[config.mk]
export PLATFORM = sky130hd
export DESIGN_NAME = scfe_serializer
export DESIGN_NICKNAME = d
export VERILOG_FILES = /design/src/scfe_pkg.sv /design/src/scfe_serializer.sv
export SDC_FILE = /design/constraint.sdc
export NUM_CORES = 1
export LEC_CHECK = 0
export BUFFER_PORTS_ARGS = -buffer_cell sky130_fd_sc_hd__buf_4
export CORE_MARGIN = 8
export CORE_UTILIZATION = 51
export CTS_CLUSTER_DIAMETER = 50
export DETAILED_ROUTE_END_ITERATION = 8
export PLACE_DENSITY = 0.89
export SYNTH_ARGS = -nofsm -noshare
export SYNTH_HDL_FRONTEND = slang
export SYNTH_SLANG_ARGS = --single-unit
export TNS_END_PERCENT = 5
[constraint.sdc]
create_clock -name clk -period 8.8 [get_ports clk]
set_input_delay 1.76 -clock clk [delete_from_list [all_inputs] [get_ports clk]]
set_output_delay 1.76 -clock clk [all_outputs]
set_load 0.01 [all_outputs]
[src/scfe_pkg.sv]
// Shared types and constants of the stepper command frame encoder.
// No dependencies; imported by every RTL module.
package scfe_pkg;

  typedef logic [7:0] byte_t;

  localparam int FRAME_BYTES = 9;
  localparam int LEN_W       = 4;
  localparam int CFG_IDX_W   = 2;
  localparam int CFG_DATA_W  = 16;
  localparam int MSTEP_W     = 9;
  localparam int RATIO_W     = 16;

  localparam logic [CFG_IDX_W-1:0] CFG_MICROSTEPS = 2'd0;
  localparam logic [CFG_IDX_W-1:0] CFG_GEAR_RATIO = 2'd1;

  localparam logic [MSTEP_W-1:0] MSTEP_RESET = 9'd16;
  localparam logic [RATIO_W-1:0] RATIO_RESET = 16'd256;

  typedef enum logic [2:0] {
    ACT_ENABLE    = 3'd0,
    ACT_DISABLE   = 3'd1,
    ACT_MICROSTEP = 3'd2,
    ACT_ZERO      = 3'd3,
    ACT_SPEED     = 3'd4,
    ACT_POSITION  = 3'd5,
    ACT_STOP      = 3'd6
  } action_t;

  localparam byte_t CMD_ENABLE    = 8'hF3;
  localparam byte_t CMD_MICROSTEP = 8'h84;
  localparam byte_t CMD_ZERO      = 8'h0A;
  localparam byte_t CMD_SPEED     = 8'hF6;
  localparam byte_t CMD_POSITION  = 8'hFD;
  localparam byte_t ARG_ON        = 8'h01;
  localparam byte_t ARG_OFF       = 8'h00;
  localparam byte_t ARG_ZERO      = 8'h6D;
  localparam byte_t ARG_STOP      = 8'h12;
  localparam byte_t STOP_FILL     = 8'hFF;
  localparam byte_t DIR_FLAG      = 8'h10;
  localparam byte_t REPLY_XOR     = 8'h02;

  localparam logic [11:0] SPEED_MAX = 12'hFFF;
  localparam logic [23:0] PULSE_MAX = 24'hFFFFFF;
  // scaled count at or above this gives a quotient beyond 24 bits
  localparam logic [35:0] SAT_LIMIT = 36'd150994944;
  localparam logic [28:0] RECIP9    = 29'h1C71C71C;
  localparam int          DIV9      = 9;

  typedef struct packed {
    logic [2:0]         action;
    byte_t              addr;
    logic signed [12:0] speed;
    byte_t              arg;
    logic signed [7:0]  dir;
    logic signed [23:0] angle;
  } cmd_in_t;

  typedef struct packed {
    logic [2:0]  action;
    byte_t       addr;
    logic [11:0] mag;
    logic        fwd;
    byte_t       arg;
  } cmd_t;

  typedef struct packed {
    byte_t [FRAME_BYTES-1:0] bytes;
    logic [LEN_W-1:0]        len;
    byte_t                   addr;
  } frame_t;

endpackage

[src/scfe_serializer.sv]
// Frame buffer and byte serializer with registered byte output.
// Depends on scfe_pkg.
module scfe_serializer #(
  parameter int MAX_FRAME_BYTES = 9
) (
  input  logic             clk,
  input  logic             rst,
  input  logic             frame_valid,
  output logic             frame_ready,
  input  scfe_pkg::frame_t frame,
  output logic             byte_valid,
  input  logic             byte_stall,
  output logic [7:0]       frame_byte,
  output logic             last_byte,
  output logic [7:0]       reply_address,
  output logic [7:0]       reply_check
);
  import scfe_pkg::*;

  localparam int IDX_W = $clog2(MAX_FRAME_BYTES);
  localparam int CNT_W = $clog2(MAX_FRAME_BYTES + 1);

  byte_t            frame_buf [MAX_FRAME_BYTES];
  logic [CNT_W-1:0] len;
  logic [IDX_W-1:0] idx;
  logic             busy;
  byte_t            raddr;
  byte_t            rchk;

  logic out_load;
  logic emit;
  logic last;
  logic take;

  assign out_load    = !byte_valid || !byte_stall;
  assign emit        = busy && out_load;
  assign last        = CNT_W'(idx) == (len - CNT_W'(1));
  assign frame_ready = !busy || (emit && last);
  assign take        = frame_valid && frame_ready;

  always_ff @(posedge clk) begin
    if (rst) begin
      busy       <= 1'b0;
      byte_valid <= 1'b0;
      idx        <= '0;
    end else begin
      if (take) begin
        busy <= 1'b1;
        idx  <= '0;
      end else if (emit) begin
        if (last) begin
          busy <= 1'b0;
        end else begin
          idx <= idx + IDX_W'(1);
        end
      end
      if (emit) begin
        byte_valid <= 1'b1;
      end else if (out_load) begin
        byte_valid <= 1'b0;
      end
    end
  end

  always_ff @(posedge clk) begin
    if (take) begin
      for (int i = 0; i < FRAME_BYTES; i++) begin
        frame_buf[i] <= frame.bytes[i];
      end
      len   <= CNT_W'(frame.len);
      raddr <= (frame.addr == 8'd0) ? 8'd1 : frame.addr;
      rchk  <= ((frame.addr == 8'd0) ? 8'd1 : frame.addr) ^ REPLY_XOR;
    end
    if (emit) begin
      frame_byte    <= frame_buf[idx];
      last_byte     <= last;
      reply_address <= raddr;
      reply_check   <= rchk;
    end
  end

endmodule

Word-level counts from Yosys, hierarchy flattened
Memory sizes are Yosys's and may differ from the RTL's. A register that Yosys moved wholly into a read port is not among the register bits. Cells that the tools add are included.

$add $sub $neg: 2. Equal/unequal tests: 1. Muxes and demuxes: 8. Bitwise gates (word level): 2. Reduce and logical (&&, ||, !) cells: 15.

Operators by type and width (number): $logic_not A8 Y1 (1); $mux W8 (1); $mux W1 (7); $reduce_bool A2 Y1 (3); $add A4 B1 Y4 const B (1); $eq A4 B4 Y1 (1); $reduce_and A2 Y1 (2); $sub A4 B1 Y4 const B (1); $logic_and A1 B1 Y1 (3); $logic_not A1 Y1 (3); $logic_or A1 B1 Y1 (2); $not A1 Y1 (2); $reduce_or A2 Y1 (1).

Bits in registers: 43. Bits in writable memories: 72. Bits of input ports: 88. Output and inout port bits: 27. Logic and storage cells: 38. Memories: 1.

Memory list: frame_buf (depth 9, width 8, rd ports 1, clocked after Yosys merged registers in 1, wr ports 9, RTL line scfe_serializer.sv:23) `byte_t frame_buf [MAX_FRAME_BYTES];`.

Depth between registers and ports, before layout
Word-level depth: 8. Depth in mapped cells: 7.

Worst setup path after synthesis
OpenSTA, ideal clock, no wires.

Path kind: input-to-reg. From: input port byte_stall. To: memory frame_buf[0][0] (netlist name) (enable). Arrival time: 6.068 ns. Slack: 2.175 ns. Stages on the path: 3. Path buffers: 0. Cells stage by stage: nand2_1 -> nand3_1 -> a21oi_1.

RTL lines: from (decl) (RTL line scfe_serializer.sv:12) `input logic byte_stall,`; to (decl) (RTL line scfe_serializer.sv:23).

Final worst setup path
From: register idx[1]. To: output port frame_ready.

Longest elaborated chain between the ends: 3.

Ends and longest elaborated chain: from (decl) (RTL line scfe_serializer.sv:25) `logic [IDX_W-1:0] idx;`; from (signal assigned) (RTL line scfe_serializer.sv:54) `idx <= idx + IDX_W'(1);`; $eq A4 B4 Y1 (RTL line scfe_serializer.sv:37) `assign last = CNT_W'(idx) == (len - CNT_W'(1));`; $logic_and A1 B1 Y1 (RTL line scfe_serializer.sv:38) `assign frame_ready = !busy || (emit && last);`; $logic_or A1 B1 Y1 (RTL line scfe_serializer.sv:38); to (decl) (RTL line scfe_serializer.sv:9) `output logic frame_ready,`.

No other way between the ends.

==> run_results.csv <==
group,metric,value,unit
min_path,hold_path.class,"reg2reg",
layout,final_common_cell,"buf_4",
sta,drv_slew,0,
sta,rsz0062_at_grt,"false",
global_route,grt_use_total,13.4,%
global_route,grt_pass1_wl,11800,µm
placed_design,dp_hpwl,5520,µm
sta,worstMarginPinSlew,1110,ps
clock_network,cts_tree,"built",
routing,drtPass1Iterations,4,
yosys,syn-instance-count,213,
sta,slew-limit-headroom,25.2,%
clock_network,cts_resized,0,
clock_network,clkLatencyLatePin,350,ps
floorplanning,io_pins,115,
global_route,overflow,0,
power_and_ir_drop,pwr_density_cell,187,nW/µm²
floorplanning,dieWidth,106,µm
sta,min_period,4150,ps
layout,antenna_cells,0,
sta,period_share,47.2,%
yosys,avgSynthCellArea,19.3,µm²
critical_path,cp_max_fo,20,
routing,final_antenna_net_count,0,
routing,drt_wl_total,7500,µm
clock_network,clockBufferDepth,2,
floorplanning,dieArea,11200,µm²
clock_network,cts.sinks,109,
floorplanning,core,7770,µm²
routing,num_vias,2154,
clock_network,h-tree-depth,3,
critical_path,critPathCaptureType,"output pin",
clock_network,ctsHoldBuffers,0,
global_route,grt_start_max_net_pins,86,
yosys,ys_warn_count,0,
sta,finalSetupTns,0,ps
global_route,antenna_found_initial,0,
routing,drc,0,
critical_path,worst_ep_required_time,7040,ps
yosys,synth_async_sr_flop_share,0,%
power_and_ir_drop,ir_worst_vdd,0.000136,V
floorplanning,initial_core_util,53.0,%
yosys,yosys_register_bits,109,
clock_network,clk_pin_slew,90,ps
critical_path,path_class,"reg2out",
yosys,syn-num-nets,303,
yosys,synth_edf_count,103,
layout,final_cell_mix,"buf_4 (116), edfxtp_1 (103), mux4_2 (16)",
global_route,grt_pass1_vias,2430,
placed_design,globalplace.congestion,0.682,
yosys,synth_area,4120,µm²
job,maxCapViolations,0,
sta,fin_skew,7.54,ps
yosys,ys_seq_area_share,78.0,%
sta,fmax,241,MHz
critical_path,startpoint_type,"register",
sta,fin_hold_ws,425,ps
status,status,"complete, no violations",
floorplanning,die_h,106,µm
sta,finalSetupViolCount,0,
yosys,synth_ff_type,"edfxtp_1",
critical_path,cp.arrival,2390,ps
placed_design,io_buffers,114,
floorplanning,row_count,32,
clock_network,root_buffer,"clkbuf_8",
clock_network,postCtsSetupBuffers,0,
layout,area_growth,26.0,%
clock_network,cts_buffers,9,
routing,drt-wirelength-per-cell,17.6,µm
yosys,yosysUniqueCellTypes,27,
layout,final_nets,409,
power_and_ir_drop,p_leak,1.91,nW
layout,final_layout_size_suffix_gt1_share,46.6,%
routing,vias_per_cell,5.06,
routing,drt_iter0_drc,116,
sta,hold_violations,0,
==> state kept, by name, summed over array words and instances (netlist names) <==
register,cells
frame_buf,72
frame_byte,8
raddr,8
reply_address,8
idx,4
len,4
busy,1
byte_valid,1
last_byte,1
rchk,1
reply_check,1
==> Yosys cell counts (2+ instances only) <==
| cell | n | area [µm²] |
|---|---|---|
| mux4_2 | 16 | 360 |
| nor2_1 | 6 | 22.5 |
| mux2i_1 | 9 | 90.1 |
| inv_1 | 4 | 15.0 |
| nand3_1 | 2 | 10.0 |
| buf_2 | 3 | 15.0 |
| nor3_1 | 2 | 10.0 |
| dfxtp_1 | 6 | 120 |
| ha_1 | 2 | 25.0 |
| nand2_1 | 12 | 45.0 |
| clkbuf_1 | 10 | 37.5 |
| o21ai_1 | 8 | 40.0 |
| edfxtp_1 | 103 | 3090 |
| a21boi_0 | 2 | 15.0 |
| xnor2_1 | 5 | 43.8 |
| nor4_1 | 2 | 12.5 |
| a21oi_1 | 5 | 25.0 |
| buf_4 | 7 | 52.6 |
==> cell families (layout without fill, tap and decap cells) <==
family | Yosys count | count (layout) | synth area share [%]
AO/OA/AOI/OAI | 17 | 17 | 2.37
XOR/XNOR | 7 | 7 | 1.82
adder cells (fa/ha/maj) | 2 | 2 | 0.607
buffers and inverters | 25 | 136 | 3.01
flip-flops | 109 | 109 | 78.0
multiplexers | 25 | 25 | 10.9
AND/OR/NAND/NOR | 28 | 28 | 3.28
==> final cells by class <==
class / count / area (µm²)
flip-flops and latches: 109 / 3210
fillers: 529 / 2570
repair buffers: 116 / 871
multi-input cells: 79 / 798
clock buffers: 10 / 128
well taps: 102 / 128
clock inverters: 6 / 40.0
inverters: 4 / 15.0
==> worst max-delay path: stages, from the launching register on <==
cell and delay [ps]:
dfxtp_1 920, xnor2_1 200, nor3b_1 440, nand3_1 220
nand2_1 140, buf_4 130
==> stage by stage <==
stage,util (%),total power (W),area (µm²),instances,setup WS [ps]
CTS,66.8,0.000983,5190,426,4590
finish,66.8,0.000970,5190,426,4650
detailed placement,64.7,0.000727,5020,410,4670
global placement,64.7,0.000722,5020,410,4690
floorplan,-,0.000677,4120,213,2180
global route,66.8,0.00101,5190,426,4380
==> routing by layer <==
metal / vias up / global-route usage, % / part of all wire, %
li1: 1034 / - / -
met1: 1022 / 14.2 / 38
met2: 89 / 23.1 / 52
met3: 9 / 5.36 / 8.5
met4: 0 / 5.93 / 1.3
met5: - / 0 / 0
==> where the power goes <==
group          internal, W  switching [W]
logic            0.0000546      0.0000418
registers         0.000606      0.0000103
clock network     0.000103       0.000155
total             0.000764       0.000207
==> worst paths after layout <==
| path | start | depth (start not counted) | slack, ps | end |
|---|---|---|---|---|
| min reg2reg | raddr[0] | 0 | 430 | reply_address[0] |
| min | raddr[0] | 0 | 430 | reply_address[0] |
| max reg2reg | idx[1] | 5 | 5610 | frame_buf[8][0] |
| max | idx[1] | 5 | 4650 | frame_ready |
Note: power is estimated with default switching activity, not from simulation.
